--- src/two_axle_steering_odometry_assert.svh ---
// ---------------------------------------------------------------------------
// Assertion macros for the two-axle steering odometry block
// Concurrent checks; empty when SYNTH is defined.
// ---------------------------------------------------------------------------
`ifndef TWO_AXLE_STEERING_ODOMETRY_ASSERT_SVH
`define TWO_AXLE_STEERING_ODOMETRY_ASSERT_SVH
`ifndef SYNTH
`define TASO_ASSERT(name, clk, rst, prop, msg) \
  name: assert property (@(posedge clk) disable iff (rst) prop) else $error(msg);
`define TASO_ASSERT_ALWAYS(name, clk, prop, msg) \
  name: assert property (@(posedge clk) prop) else $error(msg);
`else
`define TASO_ASSERT(name, clk, rst, prop, msg)
`define TASO_ASSERT_ALWAYS(name, clk, prop, msg)
`endif
`endif

--- src/taso_div.sv ---
// ---------------------------------------------------------------------------
// taso_div
// Pipelined restoring divider, one quotient bit per stage, truncating.
// ---------------------------------------------------------------------------
`timescale 1ns / 1ps
`default_nettype none

module taso_div #(
  parameter int NW = 16,
  parameter int DW = 8
) (
  input  wire logic                 clk,
  input  wire logic                 en,
  input  wire logic signed [NW-1:0] num,
  input  wire logic [DW-1:0]        den,
  output logic signed [NW-1:0]      quo
);

  logic [NW-1:0] qn [0:NW];
  logic [DW-1:0] rm [0:NW];
  logic [DW-1:0] dv [0:NW];
  logic          ng [0:NW];
  logic [NW-1:0] mag;

  assign mag = num[NW-1] ? NW'(-num) : NW'(num);

  always_ff @(posedge clk) begin
    if (en) begin
      qn[0] <= mag;
      rm[0] <= '0;
      dv[0] <= den;
      ng[0] <= num[NW-1];
    end
  end

  for (genvar i = 0; i < NW; i++) begin : g_stage
    logic [DW:0] trial;
    logic [DW:0] diff;
    logic        ge;
    assign trial = {rm[i], qn[i][NW-1]};
    assign diff  = trial - {1'b0, dv[i]};
    assign ge    = trial >= {1'b0, dv[i]};
    always_ff @(posedge clk) begin
      if (en) begin
        rm[i+1] <= ge ? diff[DW-1:0] : trial[DW-1:0];
        qn[i+1] <= {qn[i][NW-2:0], ge};
        dv[i+1] <= dv[i];
        ng[i+1] <= ng[i];
      end
    end
  end

  always_ff @(posedge clk) begin
    if (en) quo <= ng[NW] ? -$signed(qn[NW]) : $signed(qn[NW]);
  end

endmodule

`default_nettype wire

--- config.mk ---
export PLATFORM = sky130hd
export DESIGN_NAME = taso_div
export DESIGN_NICKNAME = d
export VERILOG_FILES = /design/src/two_axle_steering_odometry_assert.svh /design/src/taso_div.sv
export SDC_FILE = /design/constraint.sdc
export NUM_CORES = 1
export LEC_CHECK = 0
export BUFFER_PORTS_ARGS = -buffer_cell sky130_fd_sc_hd__buf_2
export CORE_ASPECT_RATIO = 0.5
export CORE_MARGIN = 1.5
export CORE_UTILIZATION = 49
export DETAILED_ROUTE_END_ITERATION = 8
export GPL_ROUTABILITY_DRIVEN = 1
export PLACE_DENSITY_LB_ADDON = 0.12
export SETUP_SLACK_MARGIN = 0.05
export SYNTH_ARGS = -nofsm -noshare
export SYNTH_HDL_FRONTEND = slang
export SYNTH_SLANG_ARGS = --single-unit
--- constraint.sdc ---
create_clock -name clk -period 5.9 [get_ports clk]
set_input_delay 0.295 -clock clk [delete_from_list [all_inputs] [get_ports clk]]
set_output_delay 0.295 -clock clk [all_outputs]
set_load 0.005 [all_outputs]
==> results.txt, run 1 <==
----------------------------------------------------
[Status]
  Status ... completed

[Timing]
  Final setup violation count ... 0
  RSZ-0062 raised after global routing ... no
  Final worst-path cycle share ... 44.1%
  Setup Total Neg Slack ... 0 ns
  Minimum clock period ... 2.60 ns
  Fin. max-slew vios ... 0
  Maximum frequency from static timing analysis ... approximately 380 MHz
  Transition time at the pin with the least slew margin ... between 1 and 1.5 ns
  Hold Fails Final Rpt ... 0
  Remaining max-slew budget at the tightest pin ... a little under a third
  Worst clock skew ... ~0.014 ns

[Clocking]
  Clock tree from TritonCTS ... built
  Maximum level of the CTS H-tree ... 2
  Number of gates resized after CTS ... 0
  Clock transition at the register clock pins on the worst setup and hold paths after CTS ... around 0.06 ns
  Buffer cell driving the clock tree root ... clkbuf_16
  Cts bufs inserted ... 49
  CTS max path bufs ... 3
  Number of sinks handled by clock tree synthesis ... 553
  Clock latency on the worst-skew pair ... 0.57 ns

[Place]
  Cell count after placement ... around 2300
  Final HPWL DP ... 23700 um
  Total placed instance area ... 25200 um^2
  Final weighted congestion of routability-driven global placement ... between 0.8 and 0.9
  Port Buf Inserts ... between 40 and 50

[Global routing]
  Total global routing overflow ... 0
  Number of global-route vias before repair ... around 13000
  First-pass GRT wire length ... ~60000 um
  Total Routing Usage GR ... 14.2%
  Largest net degree at the start of global routing ... 150
  Antenna violations before repair ... 0

[Yosys]
  Main area contributors after synthesis ... edfxtp_1 69%, ha_1 6.4%, mux2_2 3.5%, inv_1 2.5%, xnor2_1 2.0%
  Syn. warnings ... 0
  Synth Flop Type ... edfxtp_1
  Largest area contributor in the synthesized netlist ... edfxtp_1
  Per-instance average area after synthesis ... 15.4 um^2
  Post-synth top area share ... 68.8%
  Post-Synthesis Cells ... between 1500 and 2000
  Net Count, Synth ... 1728
  Asr flop ratio synth ... 0%
  FF+latch count, synth ... ~550
  Top cells by count, synth ... 553 x edfxtp_1, 161 x inv_1, 124 x ha_1
  Count of flip-flops with a built-in enable after synthesis ... 553
  Library cells used by synthesis ... 51
  Sequential share of the synthesized area ... 68.8%
  Most used standard cell by instance count after synthesis ... edfxtp_1
  Post-Syn Area ... roughly 24000 um^2

[Detailed routing]
  First-pass DRT Iterations ... 5
  Total via count in the routed design ... 12400
  Number of nets with antenna violations after routing ... 0
  Iteration-0 DRC Markers ... between 700 and 800
  WL final ... about 36000 um
  Routed length per placed instance ... 15.2 um
  Remaining routing DRC violations ... 0
  Average via count per standard cell ... between 5 and 6

[Floorplanning]
  Area of the die ... 50700 um^2
  Number of placed I/O pins ... 42
  Floorplan die width ... 317 um
  Placement Rows ... 57
  Die height ... 160 um
  Core Region ... between 40000 and 50000 um^2
  Starting density of the core ... 49.7%

[Pwr]
  Share of power burned in the clock network ... a little over a quarter
  Sequential power share ... between 40% and 50%
  Switching share of power ... around 28%
  Combinational share of power ... a little over a quarter
  Leakage power summed over all cells ... roughly 10 nW
  Overall Power ... ~11 mW
  Switching Power ... about 3.1 mW
  Internal power consumption ... ~8.2 mW
  Cell Pwr Density ... between 400 and 500 nW/um^2
  Maximum VDD drop ... between 0.2 and 0.3 mV

[Finish]
  Number of antenna repair diodes ... 0
  Core occupancy in the finished layout ... between 50% and 60%
  Proportion of layout cells with a drive suffix above 1 ... about 13%
  Filler-free cell count of the finished design ... 2348
  Final Cell Area ... approximately 27000 um^2
  Count of nets after finishing ... about 1800
  Area grow syn2layout ... 10.9%

[Setup path]
  Arrival time of data at the critical path endpoint ... between 2 and 3 ns
  Required time of the worst setup path ... ~6.2 ns
  Largest delay share family, worst path ... compound AO/OA/AOI/OAI gates
  Worst path slowest cell ... a2111oi_4
  Critical Path, Cell by Cell ... ha_1 -> a21o_1 -> a21oi_2 -> a31oi_1 -> a2111oi_4 -> mux2_2
  Critical Path Max Stage Delay ... between 0.6 and 0.7 ns
  Capturing element type of the critical path ... register
  Setup Crit Path Kind ... register to register
  Highest net fanout along the worst path ... 8
  Combined buffer and inverter count along the critical path ... 0
  Setup crit start kind ... register

[Run]
  Max-cap viol count ... 0

[Worst hold path]
  Worst hold-check path type ... primary input to register

----------------------------------------------------
-- final timing paths --
| path | start | to | slack, ns | cells after the start |
|---|---|---|---|---|
| max | rm[0][98] | rm[0][110] | 3.30 | 6 |
| min reg2reg | qn[0][145] | qn[0][162] | 0.42 | 0 |
| min | num[12] | qn[0][12] | 0.04 | 2 |
| max reg2reg | rm[0][98] | rm[0][110] | 3.30 | 6 |
-- area by class of cell --
class | instances | area [um^2]
clock inverter | 21 | 163
clock buffer | 63 | 1300
fill | 3817 | 21800
sequential | 553 | 16600
inverter | 161 | 604
timing repair buffer | 55 | 368
tap | 649 | 812
multi-input combinational | 846 | 6910
-- power groups by stage --
stage / clock [mW] / combinational (mW) / sequential (mW)
finish: 2.98 / 2.97 / 5.39
global route: 3.26 / 3.30 / 5.44
CTS: 3.09 / 2.98 / 5.39
detailed placement: 0 / 2.94 / 5.47
global placement: 0 / 2.82 / 5.45
floorplan: 0 / 2.34 / 5.37
-- metal layers --
| metal | part of all wire [%] | track usage [%] | wire, um |
|---|---|---|---|
| met1 | 42 | 16.7 | 15100 |
| met2 | 51 | 25.9 | 18400 |
| met3 | 3.6 | 2.99 | 1300 |
| met4 | 2.5 | 4.70 | 890 |
| met5 | 0 | 0 | 0 |
-- registers in the layout, indices dropped and copies added, names as in the netlist --
name / count
qn: 272
rm: 120
ng: 17
dv: 128
quo: 16
-- placed cells by master, fill, tap and decap left out, drive strengths merged, types with 9 or more instances in the layout --
cell         Yosys  routed
or4              9       9
clkinv           0      17
mux2            75      75
ha             124     124
o31ai           14      14
a21oi           65      65
nand3           28      28
nand2           42      42
buf              0      46
edfxtp         553     553
xnor2           56      56
o21ai           56      56
or4b            10      10
nor3            14      14
fa              14      14
clkbuf           4      63
nor2b           35      35
and3             9       9
o21a            30      30
inv            161     161
mux2i           39      39
nand2b          17      17
xor2            19      19
a2111oi          9       9
a21o            24      24
o31a            14      14
nor2            65      65
dlygate4sd3      0       9
a211oi           9       9
-- kinds of logic after synthesis --
| group | Yosys count | synth area share, % |
|---|---|---|
| muxes | 114 | 5.12 |
| buffers and inverters | 165 | 2.57 |
| adders and majority gates | 138 | 7.59 |
| and+or+nand+nor | 250 | 5.45 |
| AOI/OAI and AO/OA | 269 | 7.76 |
| xor gates and xnor gates | 75 | 2.72 |
| DFF | 553 | 68.8 |
-- metrics by stage --
| stage | hold slack, ns | worst slack [ns] |
|---|---|---|
| 3_3_place_gp | 0.401 | 3.36 |
| 2_1_floorplan | 0.394 | 3.50 |
| 4_1_cts | 0.0119 | 3.28 |
| 3_5_place_dp | 0.405 | 3.30 |
| 6_report | 0.0446 | 3.30 |
| 5_1_grt | 0.0202 | 3.21 |
-- what timing repair did --
action                                  CTS  global route
hold buffers                              9             0
buffers inserted                          0             0
hold endpoints to repair                  9             0
endpoints found under the setup margin    0             0
(Power assumes the default switching activity.)
==> run 2: changes to the inputs <==
--- a/config.mk
+++ b/config.mk
@@ -5,6 +5,7 @@
 export SDC_FILE = /design/constraint.sdc
 export NUM_CORES = 1
 export LEC_CHECK = 0
+export ABC_AREA = 1
 export BUFFER_PORTS_ARGS = -buffer_cell sky130_fd_sc_hd__buf_2
 export CORE_ASPECT_RATIO = 0.5
 export CORE_MARGIN = 1.5
==> constraint.sdc (replaced) <==
create_clock -name clk -period 2.15 [get_ports clk]
set_input_delay 0.1075 -clock clk [delete_from_list [all_inputs] [get_ports clk]]
set_output_delay 0.1075 -clock clk [all_outputs]
set_load 0.005 [all_outputs]
==> run 2 against run 1 <==
Final area rose by 8.1%; die area is 6.3% higher; area after synthesis is 6.4% higher; critical endpoint is now rm[0][80]; largest cell class unchanged; highest routed layer unchanged.
==> results.txt, run 2 <==
----------------------------------------------------
[Pwr]
  Switching share of power ... 32.5% (+4.9 points)
  Overall Power ... 32.9 mW (+190%)
  Share of power burned in the clock network ... 25.7% (-0.6 points)
  Maximum VDD drop ... 0.696 mV (+170%)
  Cell Pwr Density ... 1140 nW/um^2 (+170%)
  Internal power consumption ... 22.2 mW (+170%)
  Sequential power share ... 45.4% (-2.1 points)
  Switching Power ... 10.7 mW (+240%)
  Combinational share of power ... 28.9% (+2.7 points)
  Leakage power summed over all cells ... 12.8 nW (+26%)

[Finish]
  Filler-free cell count of the finished design ... 3185 (+36%)
  Number of antenna repair diodes ... 0 (unchanged)
  Commonest cells after routing, fill and taps aside ... 662 x nand2_1, 553 x edfxtp_1, 366 x inv_1
  Filler cells ... 4427 (+16%)
  Final Cell Area ... 28900 um^2 (+8.1%)
  Most common library cell in the layout ignoring fill and taps ... nand2_1
  Register with the most flip-flops ... qn
  Largest register FFs ... 272 (unchanged)
  Area grow syn2layout ... 12.7%
  Proportion of layout cells with a drive suffix above 1 ... 8.37% (-4.3 points)
  Count of nets after finishing ... 2610 (+43%)
  Largest registers ... qn: 272 flops, dv: 128 flops, rm: 120 flops

[Yosys]
  Post-synth top area share ... 64.6% (-4.2 points)
  Per-instance average area after synthesis ... 11.1 um^2 (-28%)
  Main area contributors after synthesis ... edfxtp_1 65%, nand2_1 9.7%, ha_1 6.0%, inv_1 5.3%, nand3_1 4.2%
  Library cells used by synthesis ... 34 (-33%)
  Asr flop ratio synth ... 0% (unchanged)
  Sequential share of the synthesized area ... 64.6% (-4.2 points)
  Post-Syn Area ... 25700 um^2 (+6.4%)
  Syn. warnings ... 0 (unchanged)
  Largest area contributor in the synthesized netlist ... edfxtp_1
  Most used standard cell by instance count after synthesis ... nand2_1
  FF+latch count, synth ... 553 (unchanged)
  Synth Flop Type ... edfxtp_1
  Post-Synthesis Cells ... 2305 (+47%)
  Net Count, Synth ... 2469 (+43%)
  Top cells by count, synth ... 662 x nand2_1, 553 x edfxtp_1, 366 x inv_1
  Count of flip-flops with a built-in enable after synthesis ... 553 (unchanged)

[Timing]
  Final worst-path cycle share ... 92.3% (+48 points)
  Remaining max-slew budget at the tightest pin ... 59.8% (+28 points)
  Worst clock skew ... 0.0135 ns (-0.000451 ns)
  RSZ-0062 raised after global routing ... no
  Minimum clock period ... 1.99 ns (-0.616 ns)
  Maximum frequency from static timing analysis ... 504 MHz (+31%)
  Final setup violation count ... 0 (unchanged)
  Setup Total Neg Slack ... 0 ns (unchanged)
  Transition time at the pin with the least slew margin ... 0.596 ns (-0.432 ns)
  Fin. max-slew vios ... 0 (unchanged)
  Hold Fails Final Rpt ... 0 (unchanged)
  Slack of the critical path ... 0.165 ns (-3.13 ns)

[Setup path]
  Worst setup slack for register-to-register paths ... 0.16 ns (-3.13 ns)
  Critical Path Source ... rm[0][74]
  Reg2reg end ... rm[0][80]
  Setup crit start kind ... register
  Crit Reg-Reg Startpoint ... rm[0][74]
  Capturing element type of the critical path ... register
  Arrival time of data at the critical path endpoint ... 2.31 ns (-0.61 ns)
  Last element of the critical path ... rm[0][80]
  Worst path most repeated cell ... nand2_1
  Number of cells on the worst reg-to-reg path ... 9 (+3)
  Setup Crit Path Kind ... register to register
  Worst path slowest cell ... edfxtp_1
  Highest net fanout along the worst path ... 9 (+1)
  Critical Path Max Stage Delay ... 0.42 ns (-0.24 ns)
  Required time of the worst setup path ... 2.48 ns (-3.73 ns)
  Critical Path, Cell by Cell ... ha_1 -> nand2_1 -> inv_1 -> a21oi_1 -> nand2_1 -> nand2_2 -> nand2_4 -> nand2_1 -> nand2_1

[Floorplanning]
  Starting density of the core ... 49.5% (-0.20 points)
  Number of placed I/O pins ... 42 (unchanged)
  Die height ... 165 um (+3.1%)
  Area of the die ... 53900 um^2 (+6.3%)
  Floorplan die width ... 327 um (+3.1%)
  Placement Rows ... 59 (+3.5%)
  Core Region ... 51900 um^2 (+6.9%)

[Place]
  Cell count after placement ... 3063 (+36%)
  Port Buf Inserts ... 41 (unchanged)
  Final weighted congestion of routability-driven global placement ... 0.849 (-2.1%)
  Minimum setup slack after placement ... 0.0425 ns (-3.25 ns)
  Total placed instance area ... 27000 um^2 (+7.1%)
  Final HPWL DP ... 33100 um (+40%)

[Clocking]
  Cts bufs inserted ... 49 (unchanged)
  Buffer cell driving the clock tree root ... clkbuf_16
  Clock transition at the register clock pins on the worst setup and hold paths after CTS ... 0.07 ns (about the same)
  CTS max path bufs ... 3 (unchanged)
  Clock latency on the worst-skew pair ... 0.58 ns (about the same)
  Clock tree from TritonCTS ... built
  Maximum level of the CTS H-tree ... 2 (unchanged)
  Number of sinks handled by clock tree synthesis ... 553 (unchanged)

[Global routing]
  Layer carrying the most global-route usage ... met2
  First-pass GRT wire length ... 73500 um (+23%)
  Global-route track usage on met3 ... 3.03% (+0.040 points)
  Antenna violations before repair ... 0 (unchanged)
  Largest net degree at the start of global routing ... 82 (-45%)
  Number of global-route vias before repair ... 14700 (+13%)
  M2 GR Usage ... 30.9% (+5.0 points)
  Met1 demand-to-capacity share in global routing ... 21.4% (+4.7 points)
  Total global routing overflow ... 0 (unchanged)
  Total Routing Usage GR ... 17.1% (+2.9 points)

[Detailed routing]
  Average via count per standard cell ... 4.82 (-8.4%)
  Total via count in the routed design ... 15400 (+24%)
  WL final ... 45500 um (+28%)
  Routed length per placed instance ... 14.3 um (-5.9%)
  Remaining routing DRC violations ... 0 (unchanged)
  Number of nets with antenna violations after routing ... 0 (unchanged)
  Iteration-0 DRC Markers ... 864 (+21%)
  First-pass DRT Iterations ... 5 (unchanged)

[Run]
  Max-cap viol count ... 0 (unchanged)

[Worst hold path]
  Worst hold-check path type ... primary input to register

[Status]
  Status ... completed

----------------------------------------------------
==> run 2: cell types whose count changed after synthesis, sizes merged, moves of 22 or more <==
cell,delta
nor2,+45
xnor2,-38
mux2,-75
nand2,+655
o21ai,-45
nand4,+32
nor2b,-35
o21a,-30
nand3,+190
inv,+205
xor2,+22
a21o,-24
mux2i,-39
==> run 2: how the worst min path moves through the flow <==
stage                      start       end  cells after the start
after CTS                 den[3]  dv[0][3]                      2
after detailed placement  den[2]  dv[0][2]                      1
after global routing      den[7]  dv[0][7]                      2
after floorplan           den[0]  dv[0][0]                      0
final                     den[3]  dv[0][3]                      2
after global placement    den[7]  dv[0][7]                      1
==> run 2: cell families after synthesis <==
family	synth area share, %
compound gates	1.67
xor+xnor	2.01
fa+ha+maj	7.13
buf+inv	5.99
flops	64.6
simple gates	18.6
==> run 2: area by class of cell <==
type	instances	area [um^2]	area share [%]
timing repair buffer	108	931	3.22
inverter	367	1380	4.76
tap	701	877	3.03
clock buffer	59	1310	4.51
clock inverter	30	218	0.752
multi-input combinational	1367	7620	26.3
sequential	553	16600	57.4
==> run 2: metrics by stage <==
step | hold slack, ns | utilization (%)
floorplan | 0.206 | -
global placement | 0.285 | 52.1
detailed placement | 0.286 | 52.1
CTS | 0.191 | 55.6
global route | 0.216 | 55.8
finish | 0.231 | 55.8
==> run 2: critical path, delay by kind of cell, from the launching register on <==
kind | cells | cell delay, ns
buffers and inverters | 1 | 0.06
AND/OR/NAND/NOR | 6 | 0.69
flip-flops | 1 | 0.42
AO/OA/AOI/OAI | 1 | 0.18
adder cells (fa/ha/maj) | 1 | 0.39
==> run 2: per-layer routing <==
layer  up-vias  wire, um  part of all wire [%]
met4         0       962                   2.1
met2       190     22700                    50
met1      7114     20400                    45
li1       7974         -                     -
met5         -         0                     0
met3        82      1490                   3.3
==> run 2: timing repair <==
action,4_1_cts,5_1_grt
buffers inserted,0,3
endpoints found under the setup margin,1,54
pin swaps,0,0
gates resized for setup,1,14
hold buffers,30,0
endpoints found under the hold margin,34,0
==> run 2: power by group through the flow <==
stage | Sequential, mW | Clock, mW | Combinational [mW]
final | 14.9 | 8.46 | 9.52
after global routing | 15.1 | 9.16 | 11.0
after CTS | 15.0 | 8.76 | 9.47
after detailed placement | 15.2 | 0 | 9.40
after global placement | 15.2 | 0 | 9.34
after floorplan | 14.8 | 0 | 7.34
==> run 3: changes to the inputs <==
--- a/config.mk
+++ b/config.mk
@@ -7,9 +7,10 @@
 export LEC_CHECK = 0
 export ABC_AREA = 1
 export BUFFER_PORTS_ARGS = -buffer_cell sky130_fd_sc_hd__buf_2
-export CORE_ASPECT_RATIO = 0.5
 export CORE_MARGIN = 1.5
 export CORE_UTILIZATION = 49
+export CTS_BUF_LIST = sky130_fd_sc_hd__clkbuf_4
+export CTS_CLUSTER_SIZE = 24
 export DETAILED_ROUTE_END_ITERATION = 8
 export GPL_ROUTABILITY_DRIVEN = 1
 export PLACE_DENSITY_LB_ADDON = 0.12
==> run 3 against run 2 <==
Critical path depth grew 3; via count grew 6.6%; final area grew 2.4%; combinational power grew 2%; sequential cell count is the same; setup slack lost 0.039 ns; clock power grew 12%; total power grew 3.9%; critical path type is now primary input to register; critical endpoint is now qn[0][13].
==> results.txt, run 3 (synthesis results as in run 2) <==
----------------------------------------------------
[Status]
  Status ... completed

[Timing]
  RSZ-0062 raised after global routing ... no
  Remaining max-slew budget at the tightest pin ... 60.9% (+1.0 points)
  Worst clock skew ... 0.0479 ns (+0.0344 ns)
  Fin. max-slew vios ... 0 (unchanged)
  Transition time at the pin with the least slew margin ... 0.581 ns (-0.0151 ns)
  Maximum frequency from static timing analysis ... 494 MHz (-1.9%)
  WHS ... 0.181 ns (-0.0501 ns)
  Final setup violation count ... 0 (unchanged)
  Setup Total Neg Slack ... 0 ns (unchanged)
  Minimum clock period ... 2.02 ns (+0.0387 ns)
  Final worst-path cycle share ... 94.1% (+1.8 points)
  Hold Fails Final Rpt ... 0 (unchanged)

[Detailed routing]
  Remaining routing DRC violations ... 0 (unchanged)
  Iteration-0 DRC Markers ... 960 (+11%)
  WL final ... 49700 um (+9.2%)
  Average via count per standard cell ... 4.87 (+0.97%)
  Routed length per placed instance ... 14.8 um (+3.5%)
  Number of nets with antenna violations after routing ... 0 (unchanged)
  First-pass DRT Iterations ... 5 (unchanged)
  Total via count in the routed design ... 16400 (+6.6%)

[Floorplanning]
  Core Region ... 51600 um^2 (-0.54%)
  Placement Rows ... 83 (+41%)
  Area of the die ... 53800 um^2 (-0.16%)
  Starting density of the core ... 49.8% (+0.27 points)
  Floorplan die width ... 232 um (-29%)
  Die height ... 232 um (+41%)
  Number of placed I/O pins ... 42 (unchanged)

[Finish]
  Register cell area after layout ... 16600 um^2 (unchanged)
  Combined area of the multi-input logic cells ... 7610 um^2 (-0.18%)
  Core occupancy in the finished layout ... 57.4% (+1.6 points)
  Most common library cell in the layout ignoring fill and taps ... nand2_1
  Filler cells ... 4376 (-1.2%)
  Commonest cells after routing, fill and taps aside ... 662 x nand2_1, 553 x edfxtp_1, 365 x inv_1
  Count of nets after finishing ... 2736 (+4.8%)
  Proportion of layout cells with a drive suffix above 1 ... 13.6% (+5.2 points)
  Filler-free cell count of the finished design ... 3363 (+5.6%)
  Largest registers ... qn: 272 flops, dv: 128 flops, rm: 120 flops
  Register with the most flip-flops ... qn
  Area grow syn2layout ... 15.3%
  Largest register FFs ... 272 (unchanged)

[Setup path]
  Largest delay share family, worst path ... buffers and inverters
  Worst path slowest cell ... dlygate4sd3_1
  Highest net fanout along the worst path ... 3 (-6)
  Setup crit start kind ... primary input
  Arrival time of data at the critical path endpoint ... 2.71 ns (+0.40 ns)
  Capturing element type of the critical path ... register
  Critical Path, Cell by Cell ... dlygate4sd3_1 -> buf_2 -> dlygate4sd3_1 -> inv_1 -> nand2_1 -> nor3_1 -> nand2_1 -> nand2_1 -> nand2_1 -> dlygate4sd3_1 -> nand2_1 -> nand2_1
  Critical Path Max Stage Delay ... 0.59 ns (+0.17 ns)
  Combined buffer and inverter count along the critical path ... 5 (+4)
  Setup Crit Path Kind ... primary input to register
  Required time of the worst setup path ... 2.84 ns (+0.36 ns)
  Worst path most repeated cell ... nand2_1

[Clocking]
  Cts bufs inserted ... 145 (+200%)
  Clock latency on the worst-skew pair ... 0.95 ns (+0.37 ns)
  Clock tree from TritonCTS ... built
  Number of sinks handled by clock tree synthesis ... 553 (unchanged)
  Maximum level of the CTS H-tree ... 4 (+2)
  CTS max path bufs ... 3 (unchanged)
  Buffer cell driving the clock tree root ... clkbuf_4
  Clock transition at the register clock pins on the worst setup and hold paths after CTS ... 0.07 ns (about the same)

[Place]
  Port Buf Inserts ... 41 (unchanged)
  Cell count after placement ... 3040 (-0.75%)
  Final weighted congestion of routability-driven global placement ... 0.863 (+1.6%)
  Final HPWL DP ... 34900 um (+5.5%)

[Pwr]
  Maximum VDD drop ... 0.510 mV (-27%)
  Overall Power ... 34.2 mW (+3.9%)
  Cell Pwr Density ... 1150 nW/um^2 (+1.5%)
  Leakage power summed over all cells ... 13.3 nW (+4.0%)

[Global routing]
  Number of global-route vias before repair ... 16500 (+12%)
  Total Routing Usage GR ... 19.3% (+2.2 points)
  Total global routing overflow ... 0 (unchanged)
  First-pass GRT wire length ... 80900 um (+10%)
  Antenna violations before repair ... 4 (+4)
  Largest net degree at the start of global routing ... 91 (+11%)

[Run]
  Max-cap viol count ... 0 (unchanged)

[Worst hold path]
  Worst hold-check path type ... primary input to register

----------------------------------------------------
-- run 3: cell count changes in the layout (fill, tap and decap cells not counted), sizes merged --
| cell | before | now |
|---|---|---|
| dlygate4sd3 | 30 | 60 |
| bufinv | 2 | 8 |
| clkinvlp | 7 | 4 |
| diode | 0 | 2 |
| clkinv | 21 | 47 |
| clkbuf | 59 | 197 |
-- run 3: final timing paths --
check,start,to,slack (ns),cells after the start
max reg2reg,dv[0][116],rm[0][123],0.16,10
min reg2reg,ng[0][8],ng[0][9],0.39,0
max,num[8],qn[0][13],0.13,12
min,num[10],qn[0][14],0.18,6
-- run 3: layout make-up --
class | count | share of cell area [%]
Tap cell | 680 | 2.87
Sequential cell | 553 | 56.0
Clock buffer | 197 | 4.99
Multi-Input combinational cell | 1367 | 25.7
Clock inverter | 59 | 1.58
Timing Repair Buffer | 138 | 4.16
Inverter | 367 | 4.65
Antenna cell | 2 | 0.0169
-- run 3: worst register-to-register path, delay by kind of cell, from the launching register on --
family / cells / cell delay [ns]
DFF: 1 / 0.44
adders and majority gates: 1 / 0.34
and+or+nand+nor: 7 / 0.73
buffers and inverters: 2 / 0.24
-- run 3: per-stage QoR --
step | setup slack (ns) | instance area, um^2
CTS | 0.0775 | 29500
detailed placement | 0.0967 | 27000
finish | 0.126 | 29600
floorplan | 0.413 | 25700
global route | 0.0495 | 29600
global placement | 0.0887 | 27000
-- run 3: routing by layer --
layer	wire length, um	global-route usage, %
met2	24000	31.7
met3	2090	5.30
met5	13	0
met4	1230	8.38
met1	22400	24.0
-- run 3: repair_timing --
action | 4_1_cts | 5_1_grt
endpoints found under the hold margin | 578 | 0
hold buffers | 61 | 0
buffers inserted | 0 | 5
setup endpoints to repair | 0 | 51
resized for setup | 0 | 17
-- run 3: power by group --
| group | leakage (nW) | total (mW) | internal, mW | switching (mW) |
|---|---|---|---|---|
| clock network | 1.12 | 9.51 | 5.24 | 4.27 |
| logic | 6.74 | 9.68 | 3.64 | 6.04 |
| registers | 5.43 | 15.0 | 14.1 | 0.938 |
